<file path="src/rtl/core/nta_pkg.sv">
// Shared types and constants for the neighbor table with aging.
// Used by neighbor_table_with_aging. No dependencies.
package nta_pkg;

  // Table geometry
  localparam int TABLE_ENTRIES = 32;
  localparam int IDX_W  = (TABLE_ENTRIES > 1) ? $clog2(TABLE_ENTRIES) : 1;
  localparam int SCAN_W = IDX_W + 1;
  localparam int CNT_W  = $clog2(TABLE_ENTRIES + 1);

  // Field widths
  localparam int OP_W      = 2;
  localparam int CALL_W    = 56;
  localparam int RSSI_W    = 9;
  localparam int TICK_W    = 32;
  localparam int SLOT_W    = 5;
  localparam int STATUS_W  = 3;
  localparam int OUT_CNT_W = 6;

  localparam logic [TICK_W-1:0] TIMEOUT_RESET = 32'd6000;

  // Opcodes (bit 1 set decodes as a read)
  localparam logic [OP_W-1:0] OP_UPDATE = 2'd0;
  localparam logic [OP_W-1:0] OP_SWEEP  = 2'd1;
  localparam logic [OP_W-1:0] OP_READ   = 2'd2;

  // Result status codes
  localparam logic [STATUS_W-1:0] ST_REFRESHED  = 3'd0;
  localparam logic [STATUS_W-1:0] ST_INSERTED   = 3'd1;
  localparam logic [STATUS_W-1:0] ST_DROPPED    = 3'd2;
  localparam logic [STATUS_W-1:0] ST_SWEEP_DONE = 3'd3;
  localparam logic [STATUS_W-1:0] ST_READ_DONE  = 3'd4;

  typedef logic [IDX_W-1:0] idx_t;
  typedef logic [CNT_W-1:0] cnt_t;

  // One stored neighbor entry
  typedef struct packed {
    logic [CALL_W-1:0] call;
    logic [RSSI_W-1:0] rssi;
    logic [TICK_W-1:0] seen_at;
  } entry_t;

  localparam int ENTRY_W = $bits(entry_t);

endpackage

</file>
<file path="src/rtl/core/nta_entry_ram.sv">
// Single-port-write, single-port-read synchronous RAM for neighbor entries.
// Read data is registered, so it appears in the cycle after raddr is presented. No dependencies.
module nta_entry_ram #(
  parameter int  WIDTH = 97,
  parameter int  DEPTH = 32,
  localparam int AW    = (DEPTH > 1) ? $clog2(DEPTH) : 1
) (
  input  logic             clk,
  input  logic             we,
  input  logic [AW-1:0]    waddr,
  input  logic [WIDTH-1:0] wdata,
  input  logic [AW-1:0]    raddr,
  output logic [WIDTH-1:0] rdata
);

  logic [WIDTH-1:0] mem [DEPTH];

  // Write port
  always_ff @(posedge clk) begin
    if (we) begin
      mem[waddr] <= wdata;
    end
  end

  // Registered read port
  always_ff @(posedge clk) begin
    rdata <= mem[raddr];
  end

endmodule

</file>
<file path="src/rtl/core/neighbor_table_with_aging.sv">
// Top level of the neighbor table with timeout aging.
// Depends on nta_pkg and nta_entry_ram.
//
// Update and sweep: the scan reads every entry, one entry-RAM read per cycle,
// then S_FINISH registers the result and strobes out_valid.
// Read: S_READ, then S_READ_OUT. One item at a time; busy is high until the result strobe.
// Results are strobed for one cycle; the receiver cannot stall them.
// Reset (rst_n, synchronous) clears all live bits and the live count, and sets
// timeout_ticks to 6000; entry contents are undefined until written.
module neighbor_table_with_aging (
  input  logic                           clk,
  input  logic                           rst_n,
  // command
  input  logic                           start,
  output logic                           busy,
  input  logic [nta_pkg::OP_W-1:0]       in_opcode,
  input  logic [nta_pkg::CALL_W-1:0]     in_call_sign,
  input  logic signed [nta_pkg::RSSI_W-1:0] in_rssi_dbm,
  input  logic [nta_pkg::TICK_W-1:0]     in_now_ticks,
  input  logic [nta_pkg::SLOT_W-1:0]     in_slot,
  // result
  output logic                           out_valid,
  output logic [nta_pkg::STATUS_W-1:0]   out_status,
  output logic [nta_pkg::SLOT_W-1:0]     out_slot_index,
  output logic [nta_pkg::OUT_CNT_W-1:0]  out_live_count,
  output logic [nta_pkg::OUT_CNT_W-1:0]  out_removed_count,
  output logic                           out_entry_valid,
  output logic [nta_pkg::CALL_W-1:0]     out_entry_call,
  output logic signed [nta_pkg::RSSI_W-1:0] out_entry_rssi,
  // configuration
  input  logic                           cfg_we,
  input  logic [nta_pkg::TICK_W-1:0]     cfg_wdata
);

  import nta_pkg::*;

  typedef enum logic [2:0] {
    S_IDLE,
    S_SCAN,
    S_FINISH,
    S_READ,
    S_READ_OUT
  } state_t;

  localparam idx_t LAST_IDX = idx_t'(TABLE_ENTRIES - 1);

  state_t              state_r;
  logic [TICK_W-1:0]   timeout_r;
  logic [TABLE_ENTRIES-1:0] live_r;
  cnt_t                live_cnt_r;
  cnt_t                removed_r;

  // latched command
  logic [OP_W-1:0]     op_r;
  logic [CALL_W-1:0]   call_r;
  logic [RSSI_W-1:0]   rssi_r;
  logic [TICK_W-1:0]   now_r;
  logic [SLOT_W-1:0]   slot_r;

  // scan pipeline
  logic [SCAN_W-1:0]   scan_r;
  logic                chk_vld_r;
  idx_t                chk_idx_r;
  logic                hit_r;
  idx_t                hit_idx_r;
  logic                free_r;
  idx_t                free_idx_r;

  // registered outputs
  logic                out_valid_r;
  logic [STATUS_W-1:0] out_status_r;
  logic [SLOT_W-1:0]   out_slot_r;
  logic [OUT_CNT_W-1:0] out_live_r;
  logic [OUT_CNT_W-1:0] out_removed_r;
  logic                out_ev_r;
  logic [CALL_W-1:0]   out_call_r;
  logic [RSSI_W-1:0]   out_rssi_r;

  // RAM interface
  logic                mem_we;
  idx_t                mem_waddr;
  entry_t              mem_wdata;
  idx_t                mem_raddr;
  entry_t              mem_rdata;

  // derived
  logic                scan_issue;
  logic                chk_live;
  logic                chk_match;
  logic                chk_aged;
  logic [TICK_W-1:0]   chk_age;
  logic [SLOT_W+IDX_W-1:0] slot_ext;
  idx_t                slot_idx;
  logic                slot_in_range;
  logic                slot_live;

  // Widen or trim a table index to the result slot field
  function automatic logic [SLOT_W-1:0] idx_to_slot(input idx_t i);
    logic [SLOT_W+IDX_W-1:0] w;
    w = {{SLOT_W{1'b0}}, i};
    return w[SLOT_W-1:0];
  endfunction

  // Widen or trim an entry count to the result count field
  function automatic logic [OUT_CNT_W-1:0] cnt_to_out(input cnt_t c);
    logic [OUT_CNT_W+CNT_W-1:0] w;
    w = {{OUT_CNT_W{1'b0}}, c};
    return w[OUT_CNT_W-1:0];
  endfunction

  // Entry storage
  nta_entry_ram #(
    .WIDTH (ENTRY_W),
    .DEPTH (TABLE_ENTRIES)
  ) u_entry_ram (
    .clk   (clk),
    .we    (mem_we),
    .waddr (mem_waddr),
    .wdata (mem_wdata),
    .raddr (mem_raddr),
    .rdata (mem_rdata)
  );

  // Slot decode for reads
  assign slot_ext      = {{IDX_W{1'b0}}, slot_r};
  assign slot_idx      = slot_ext[IDX_W-1:0];
  assign slot_in_range = slot_ext < (SLOT_W+IDX_W)'(TABLE_ENTRIES);
  assign slot_live     = slot_in_range && live_r[slot_idx];

  // Scan read issue and check of the returning entry
  assign scan_issue = scan_r < SCAN_W'(TABLE_ENTRIES);
  assign mem_raddr  = (state_r == S_READ) ? slot_idx : scan_r[IDX_W-1:0];
  assign chk_live   = live_r[chk_idx_r];
  assign chk_match  = chk_live && (mem_rdata.call == call_r);
  assign chk_age    = now_r - mem_rdata.seen_at;
  assign chk_aged   = chk_live && (chk_age > timeout_r);

  // Write back on refresh or insert; no read is in flight then
  assign mem_we          = (state_r == S_FINISH) && (op_r == OP_UPDATE) && (hit_r || free_r);
  assign mem_waddr       = hit_r ? hit_idx_r : free_idx_r;
  assign mem_wdata.call    = call_r;
  assign mem_wdata.rssi    = rssi_r;
  assign mem_wdata.seen_at = now_r;

  // Latch the command on transfer
  always_ff @(posedge clk) begin
    if (start && !busy) begin
      op_r   <= in_opcode;
      call_r <= in_call_sign;
      rssi_r <= in_rssi_dbm;
      now_r  <= in_now_ticks;
      slot_r <= in_slot;
    end
  end

  // Sequencer, live bits and registered results
  always_ff @(posedge clk) begin
    if (!rst_n) begin
      state_r     <= S_IDLE;
      timeout_r   <= TIMEOUT_RESET;
      live_r      <= '0;
      live_cnt_r  <= '0;
      removed_r   <= '0;
      scan_r      <= '0;
      chk_vld_r   <= 1'b0;
      hit_r       <= 1'b0;
      free_r      <= 1'b0;
      out_valid_r <= 1'b0;
    end else begin
      out_valid_r <= 1'b0;
      chk_vld_r   <= 1'b0;
      if (cfg_we) begin
        timeout_r <= cfg_wdata;
      end
      unique case (state_r)
        S_IDLE: begin
          if (start) begin
            scan_r    <= '0;
            hit_r     <= 1'b0;
            free_r    <= 1'b0;
            removed_r <= '0;
            // opcode with bit 1 set is a read
            if (in_opcode[1]) begin
              state_r <= S_READ;
            end else begin
              state_r <= S_SCAN;
            end
          end
        end

        S_SCAN: begin
          // advance the read pointer
          if (scan_issue) begin
            scan_r    <= scan_r + 1'b1;
            chk_vld_r <= 1'b1;
            chk_idx_r <= scan_r[IDX_W-1:0];
          end
          // check the entry that just came back
          if (chk_vld_r) begin
            if (op_r == OP_SWEEP) begin
              if (chk_aged) begin
                live_r[chk_idx_r] <= 1'b0;
                live_cnt_r        <= live_cnt_r - 1'b1;
                removed_r         <= removed_r + 1'b1;
              end
            end else begin
              if (chk_match && !hit_r) begin
                hit_r     <= 1'b1;
                hit_idx_r <= chk_idx_r;
              end
              if (!chk_live && !free_r) begin
                free_r     <= 1'b1;
                free_idx_r <= chk_idx_r;
              end
            end
            if (chk_idx_r == LAST_IDX) begin
              state_r <= S_FINISH;
            end
          end
        end

        S_FINISH: begin
          out_valid_r   <= 1'b1;
          out_ev_r      <= 1'b0;
          out_call_r    <= '0;
          out_rssi_r    <= '0;
          out_removed_r <= '0;
          out_slot_r    <= '0;
          out_live_r    <= cnt_to_out(live_cnt_r);
          state_r       <= S_IDLE;
          if (op_r == OP_SWEEP) begin
            out_status_r  <= ST_SWEEP_DONE;
            out_removed_r <= cnt_to_out(removed_r);
          end else begin
            // a live match wins over a free slot
            priority if (hit_r) begin
              out_status_r <= ST_REFRESHED;
              out_slot_r   <= idx_to_slot(hit_idx_r);
            end else if (free_r) begin
              live_r[free_idx_r] <= 1'b1;
              live_cnt_r   <= live_cnt_r + 1'b1;
              out_status_r <= ST_INSERTED;
              out_slot_r   <= idx_to_slot(free_idx_r);
              out_live_r   <= cnt_to_out(live_cnt_r + 1'b1);
            end else begin
              out_status_r <= ST_DROPPED;
            end
          end
        end

        S_READ: begin
          // RAM read in flight
          state_r <= S_READ_OUT;
        end

        S_READ_OUT: begin
          out_valid_r   <= 1'b1;
          out_status_r  <= ST_READ_DONE;
          out_slot_r    <= slot_r;
          out_live_r    <= cnt_to_out(live_cnt_r);
          out_removed_r <= '0;
          out_ev_r      <= slot_live;
          out_call_r    <= slot_live ? mem_rdata.call : '0;
          out_rssi_r    <= slot_live ? mem_rdata.rssi : '0;
          state_r       <= S_IDLE;
        end

        default: begin
          state_r <= S_IDLE;
        end
      endcase
    end
  end

  assign busy              = (state_r != S_IDLE);
  assign out_valid         = out_valid_r;
  assign out_status        = out_status_r;
  assign out_slot_index    = out_slot_r;
  assign out_live_count    = out_live_r;
  assign out_removed_count = out_removed_r;
  assign out_entry_valid   = out_ev_r;
  assign out_entry_call    = out_call_r;
  assign out_entry_rssi    = out_rssi_r;

endmodule
</file>
<file path="config.mk">
export PLATFORM = sky130hd
export DESIGN_NAME = neighbor_table_with_aging
export DESIGN_NICKNAME = d
export VERILOG_FILES = /design/src/rtl/core/nta_pkg.sv /design/src/rtl/core/nta_entry_ram.sv /design/src/rtl/core/neighbor_table_with_aging.sv
export SDC_FILE = /design/constraint.sdc
export NUM_CORES = 2
export LEC_CHECK = 0
export ABC_CLOCK_PERIOD_IN_PS = 8950
export BUFFER_PORTS_ARGS = -buffer_cell sky130_fd_sc_hd__buf_2
export CORE_UTILIZATION = 50
export CTS_BUF_LIST = sky130_fd_sc_hd__clkbuf_8
export DETAILED_ROUTE_END_ITERATION = 10
export GPL_TIMING_DRIVEN = 1
export PLACE_DENSITY_LB_ADDON = 0.05
export SLEW_MARGIN = 20
export SYNTH_ARGS = -nofsm -noshare
export SYNTH_HDL_FRONTEND = slang
export SYNTH_SLANG_ARGS = --single-unit
</file>
<file path="constraint.sdc">
create_clock -name clk -period 8.95 [get_ports clk]
set_clock_uncertainty 0.2 [all_clocks]
set_input_delay 0.895 -clock clk [delete_from_list [all_inputs] [get_ports clk]]
set_output_delay 0.895 -clock clk [all_outputs]
set_load 0.02 [all_outputs]
</file>
# After elaboration in Yosys (flattened, before gate mapping)
# Memory sizes are Yosys's and may differ from the RTL's. A register that Yosys moved wholly into a read port is not among the register bits.
# Index checks and enable logic that the tools add are counted.
totals:
  reg_bits: 294
  latchBits: 0
  mem_bits_rw: 3104
  rom_bits: 0
  inputBits: 140
  out_inout_bits: 88
  wordCells: 161
  mem_count: 1
mem_list:
  columns: ["name", "depth", "word_bits", "rd", "rd_ports_with_merged_regs", "write_ports", "line_no", "rtl"]
  rows:
  - ["u_entry_ram.mem", 32, 97, 1, 1, 1, "nta_entry_ram.sv:16", "logic [WIDTH-1:0] mem [DEPTH];"]
classes:
  n_addsub: 5
  mul: 0
  div: 0
  order_cmp: 8
  eq_ne: 19
  shifts: 0
  muxes: 65
  bitwise_logic: 4
  reduce_logical: 34
op_table:
  columns: ["operator", "n"]
  rows:
  - ["$mux W32", 6]
  - ["$pmux W56 S2", 1]
  - ["$mux W6", 12]
  - ["$pmux W32 S2", 1]
  - ["$pmux W6 S2", 5]
  - ["$eq A56 B56 Y1", 1]
  - ["$mux W56", 1]
  - ["$and A32 B32 Y32", 1]
  - ["$gt A32 B32 Y1", 1]
  - ["$not A32 Y32", 1]
  - ["$or A32 B32 Y32", 1]
  - ["$sub A32 B32 Y32", 1]
  - ["$mux W5", 5]
  - ["$reduce_and A5 Y1", 5]
  - ["$lt A5 B6 Y1 const B", 4]
  - ["$ne A2 B2 Y1 const B", 12]
  - ["$add A6 B1 Y6 const B", 3]
  - ["$pmux W9 S2", 1]
  - ["$mux W1", 15]
  - ["$bmux W1 S5", 2]
  - ["$demux W1 S5", 2]
  - ["$ge A5 B1 Y1 const B", 2]
  - ["$logic_and A1 B1 Y1", 10]
  - ["$pmux W5 S2", 1]
  - ["25 further kinds", 41]

# Depth between registers and ports, before layout
depth:
  depth_word: 10
  mapped_depth: 23
  depth_no_buf: 22

# Hierarchy
# From an unflattened synthesis, not the netlist that was laid out.
hier_totals:
  hier_cells: 6930
  hier_area_um2: 134331.3
modules_own_cells:
  columns: ["mod", "instances", "cells_per_inst", "area_each_um2", "seq_area_each_um2"]
  rows:
  - ["nta_entry_ram", 1, 5666, 119865.0, 95151.3]
  - ["neighbor_table_with_aging", 1, 1264, 14466.4, 7937.6]

# Worst setup path before layout
# Ideal clock, no wire load.
synth_path:
  path_kind: "flip-flop to flip-flop"
  startpoint: "register state_r[0]"
  endpoint: "memory u_entry_ram.mem[10][0] (enable)"
  setup_time_ns: 0.554
  arrival_time_ns: 5.666
  required_time_ns: 8.196
  path_slack_ns: 2.530
  path_stages_with_launch: 7
  n_path_buf: 1
  period_less_slack_ns: 6.420
  path_cell_list: "dfxtp_1 -> buf_2 -> or3b_2 -> or4_1 -> nor2_1 -> nand2_1 -> nor2_1"
synth_between:
  elab_chain_cells: 5
synth_lines:
  columns: ["item", "line_no", "rtl"]
  rows:
  - ["start: declaration", "neighbor_table_with_aging.sv:47", "state_t state_r;"]
  - ["start signal: assignment", "neighbor_table_with_aging.sv:159", "state_r <= S_IDLE;"]
  - ["start signal: assignment", "neighbor_table_with_aging.sv:184", "state_r <= S_READ;"]
  - ["start signal: assignment", "neighbor_table_with_aging.sv:186", "state_r <= S_SCAN;"]
  - ["$eq A3 B2 Y1", "neighbor_table_with_aging.sv:139", "assign mem_we = (state_r == S_FINISH) && (op_r == OP_UPDATE) && (hit_r || free_r);"]
  - ["$logic_and A1 B1 Y1 (2 in series)", "neighbor_table_with_aging.sv:139", null]
  - ["$mux W1", "nta_entry_ram.sv:20", "if (we) begin"]
  - ["$mux W1 (not written as such)", "nta_entry_ram.sv:21", "mem[waddr] <= wdata;"]
  - ["end: declaration", "nta_entry_ram.sv:16", null]
# No other way between the ends.

# Worst setup path after layout
layout_path:
  startpoint: "register now_r[2]"
  endpoint: "register live_r[5]"
layout_between:
  elab_chain_cells: 5
layout_lines:
  columns: ["item", "line_no", "rtl"]
  rows:
  - ["start: declaration", "neighbor_table_with_aging.sv:57", "logic [TICK_W-1:0] now_r;"]
  - ["start signal: assignment", "neighbor_table_with_aging.sv:151", "now_r <= in_now_ticks;"]
  - ["$sub A32 B32 Y32", "neighbor_table_with_aging.sv:135", "assign chk_age = now_r - mem_rdata.seen_at;"]
  - ["$gt A32 B32 Y1", "neighbor_table_with_aging.sv:136", "assign chk_aged = chk_live && (chk_age > timeout_r);"]
  - ["$logic_and A1 B1 Y1", "neighbor_table_with_aging.sv:136", null]
  - ["$ne A2 B2 Y1 (no line)", null, null]
  - ["$reduce_and A7 Y1 (no line)", null, null]
  - ["end signal: assignment", "neighbor_table_with_aging.sv:161", "live_r <= '0;"]
  - ["end signal: indexed assignment", "neighbor_table_with_aging.sv:202", "live_r[chk_idx_r] <= 1'b0;"]
  - ["end signal: indexed assignment", "neighbor_table_with_aging.sv:240", "live_r[free_idx_r] <= 1'b1;"]
  - ["end: declaration", "neighbor_table_with_aging.sv:49", "logic [TABLE_ENTRIES-1:0] live_r;"]
# No other way between the ends.
# A chain may end at the register's enable or synchronous reset.

==> qor.txt <==
PLACE
------------------------------------------------------------------------------------
Area of placed instances ..............................................   141000 µm²
Sum of net half-perimeters after detailed placement ...................    177000 µm
RePlAce Congestion ....................................................        0.798
Number of port buffers ................................................          227

SYNTHESIS
------------------------------------------------------------------------------------
Number of register bits inferred by synthesis .........................         3495
Register area share after synthesis ...................................        0.763
Number of instances in the synthesized netlist ........................         7022
Number of synthesis warnings ..........................................            0
Top flip-flop cell by instance count after synthesis .................. sky130_fd_sc_hd__edfxtp_1
Proportion of synthesized flip-flops having asynchronous set or reset .            0
Mean instance size in the synthesized netlist .........................     19.2 µm²
Synthesized Nets ......................................................         7230
Number of enable flip-flop cells after synthesis ......................         3309
Combined area of all synthesized cells ................................   135000 µm²
Netlist cell types ....................................................           70

ROUTING
------------------------------------------------------------------------------------
Iteration count of the initial detailed-routing pass ..................            5
DR DRC count ..........................................................            0
Post-DR wirelength/cell ...............................................      31.2 µm
Total length of routed wires ..........................................    368000 µm
DRC violation total after the first TritonRoute iteration .............         7569
Vias after detailed routing ...........................................        71156
Routed vias/inst ......................................................         6.03
Routed Antenna Nets ...................................................            0

FLOORPLANNING
------------------------------------------------------------------------------------
Top-Level Pins ........................................................          228
Die Y-Extent ..........................................................       522 µm
Initial Util ..........................................................        0.504
Chip width ............................................................       522 µm
Placeable core region .................................................   268000 µm²
Number of placement rows ..............................................          190
Overall die area ......................................................   272000 µm²

CLOCKING
------------------------------------------------------------------------------------
Root buffer selected by CTS ........................................... sky130_fd_sc_hd__clkbuf_8
Post-CTS setup buffers ................................................            0
Later-pin clock latency in the skew report ............................      1.15 ns
TritonCTS buffer count ................................................          584
CTS tree ..............................................................          yes
PostCTS Resize Cnt ....................................................            0
Number of levels in the clock H-tree ..................................            6
Clock tree buffer depth ...............................................            4
Clock slew seen by the registers of the worst setup and hold paths ....      0.06 ns
CTS hold repair buffers ...............................................          137
Number of sinks on the clock net ......................................         3495

GRT
------------------------------------------------------------------------------------
Total routing usage reported by global routing ........................        0.270
Antenna violations before repair ......................................           11
Global-route wire length before repair ................................    523000 µm
Congestion Overflow GR ................................................            0
Pin count of the biggest net entering global routing ..................          124
Via count of the first global-routing pass ............................        72556

CRITICAL PATH
------------------------------------------------------------------------------------
Category of the most critical setup path .............................. flop to flop
Crit start category ...................................................         flop
Required arrival time at the worst endpoint ...........................      9.74 ns
Crit. End Element .....................................................         flop
CP Max Fanout .........................................................           36
WP data arrival .......................................................      7.65 ns

PWR
------------------------------------------------------------------------------------
Total leakage power ...................................................      52.0 nW
Pwr dens ..............................................................   220 nW/µm²
Power Total ...........................................................      33.7 mW
Largest vdd supply drop ...............................................       156 µV

TIMING
------------------------------------------------------------------------------------
Maximum frequency from static timing analysis .........................      146 MHz
Hold Fails Final Rpt ..................................................            0
Count of final setup violators ........................................            0
Slew at the pin closest to its max-slew limit .........................      1.19 ns
Unrepaired setup endpoints after global routing .......................           no
Min Clock Period, post-route ..........................................      6.86 ns
Number of max-slew violations in the final report .....................            0
Total negative slack for setup checks .................................         0 ns
Hold WS ...............................................................     0.194 ns
Final worst-path cycle share ..........................................        0.766
Worst max-slew margin expressed relative to the limit .................        0.209

STATUS
------------------------------------------------------------------------------------
Status ................................................................    completed

FINAL LAYOUT
------------------------------------------------------------------------------------
Area added between synthesis and finish ...............................        13.4%
Fill cell instance count of the final layout ..........................        20607
NumNets Final .........................................................         8003
Final non-filler cell area ............................................   153000 µm²
Share of the core filled with cells ...................................        0.571
Ratio of cells with drive above 1 in the final layout .................        0.239

RUN
------------------------------------------------------------------------------------
MaxCap Viol Count .....................................................            0

MIN PATH
------------------------------------------------------------------------------------
Type of the worst min-delay path ...................................... primary input to flop

placed cells by master (no fill, tap or decap), drive strengths merged, types with 12 or more instances in the layout:
master,count
mux4,786
xnor2,49
dlygate4sd3,137
nor2,110
ha,67
nand2b,18
nor3,14
clkinv,149
clkinvlp,20
nand3,509
edfxtp,3309
and2,74
mux2i,56
clkbuf,626
nand2,932
nand4,19
buf,411
xor2,36
o21ai,159
o311ai,32
a21oi,57
nor4,12
o22ai,20
dfxtp,186
inv,331
cells in the mapped netlist, types with 47 or more instances:
library cell / instances / share of area
sky130_fd_sc_hd__o21ai_0: 47 / 0.0017
sky130_fd_sc_hd__a21oi_1: 54 / 0.0020
sky130_fd_sc_hd__ha_1: 67 / 0.0062
sky130_fd_sc_hd__nand3_1: 509 / 0.019
sky130_fd_sc_hd__inv_1: 97 / 0.0027
sky130_fd_sc_hd__buf_2: 86 / 0.0032
sky130_fd_sc_hd__nand2_1: 932 / 0.026
sky130_fd_sc_hd__and2_1: 74 / 0.0034
sky130_fd_sc_hd__nor2_1: 110 / 0.0031
sky130_fd_sc_hd__o21ai_1: 112 / 0.0042
sky130_fd_sc_hd__xnor2_1: 49 / 0.0032
sky130_fd_sc_hd__edfxtp_1: 3309 / 0.74
sky130_fd_sc_hd__mux2i_1: 55 / 0.0041
sky130_fd_sc_hd__dfxtp_1: 186 / 0.028
sky130_fd_sc_hd__buf_4: 51 / 0.0028
sky130_fd_sc_hd__clkbuf_1: 155 / 0.0043
sky130_fd_sc_hd__mux4_2: 786 / 0.13
power breakdown:
group	total, mW	leakage, nW	internal (mW)	switching, mW
Combinational	2.30	14.4	0.991	1.31
Sequential	18.4	31.3	18.2	0.224
Clock	13.0	6.20	6.70	6.34
Total	33.7	52.0	25.8	7.87
registers in the layout (all words and copies together), names as in the netlist, 5 cells and up:
register	cells
timeout_r	32
rssi_r	9
hit_idx_r	5
out_removed_count	6
scan_r	6
out_entry_rssi	9
u_entry_ram.mem	3104
call_r	56
out_entry_call	56
removed_r	6
free_idx_r	5
now_r	32
out_slot_index	5
out_live_count	6
u_entry_ram.rdata	97
live_cnt_r	6
chk_idx_r	5
slot_idx	5
live_r	32
path summary, 6_finish.rpt:
check	startpoint	end	slack [ns]	cells after the start
worst max-delay path	now_r[2]	live_r[5]	2.09	18
worst min-delay path	rst_n	timeout_r[5]	0.19	3
worst max register to register	now_r[2]	live_r[5]	2.09	18
worst min register to register	removed_r[5]	removed_r[5]	0.28	2
kinds of logic (layout without fill, tap and decap cells):
kind of cell | Yosys count | in the layout | share of synthesized area
mux | 849 | 849 | 0.136
buf+inv | 459 | 1683 | 0.0171
other cells | 0 | 8 | 0
compound gates | 335 | 335 | 0.0151
xor+xnor | 85 | 85 | 0.00551
simple gates | 1731 | 1731 | 0.0565
fa+ha+maj | 68 | 68 | 0.00636
flops | 3495 | 3495 | 0.763
per-layer routing:
layer | global-route usage | share of wire
met1 | 0.396 | 0.43
met2 | 0.430 | 0.48
met3 | 0.0394 | 0.068
met4 | 0.0693 | 0.022
met5 | 0 | 0
final cells by class:
class,instances,area [µm²],area share
Clock inverter,411,2010,0.0131
Inverter,98,375,0.00245
Antenna cell,8,20.0,0.000131
Timing Repair Buffer,548,4540,0.0297
Tap cell,3552,4440,0.0290
Multi-Input combinational cell,3068,30000,0.196
Sequential cell,3495,103000,0.673
Clock buffer,626,8620,0.0563
critical path, stage by stage (launching register included):
cell	delay (ns)
sky130_fd_sc_hd__edfxtp_1	1.01
sky130_fd_sc_hd__ha_1	0.42
sky130_fd_sc_hd__a21oi_1	0.26
sky130_fd_sc_hd__o211ai_1	0.14
sky130_fd_sc_hd__a21oi_2	0.27
sky130_fd_sc_hd__a221oi_2	0.17
sky130_fd_sc_hd__a31o_2	0.32
sky130_fd_sc_hd__a311o_1	0.38
sky130_fd_sc_hd__a21o_1	0.20
sky130_fd_sc_hd__a21oi_2	0.14
sky130_fd_sc_hd__xnor2_1	0.08
sky130_fd_sc_hd__ha_1	0.29
sky130_fd_sc_hd__nand4_1	0.14
sky130_fd_sc_hd__nor4_1	0.42
sky130_fd_sc_hd__o41a_1	0.28
sky130_fd_sc_hd__a211oi_2	0.14
sky130_fd_sc_hd__nand4b_2	1.00
sky130_fd_sc_hd__o311ai_0	0.65
sky130_fd_sc_hd__o21ai_0	0.17
per-stage QoR:
step           instances  setup slack (ns)
6_report           11806              2.09
5_1_grt            11802              1.63
3_3_place_gp       10616              2.29
2_1_floorplan       7022              2.53
3_5_place_dp       10619              2.12
4_1_cts            11793              2.12
(Power assumes the default switching activity.)
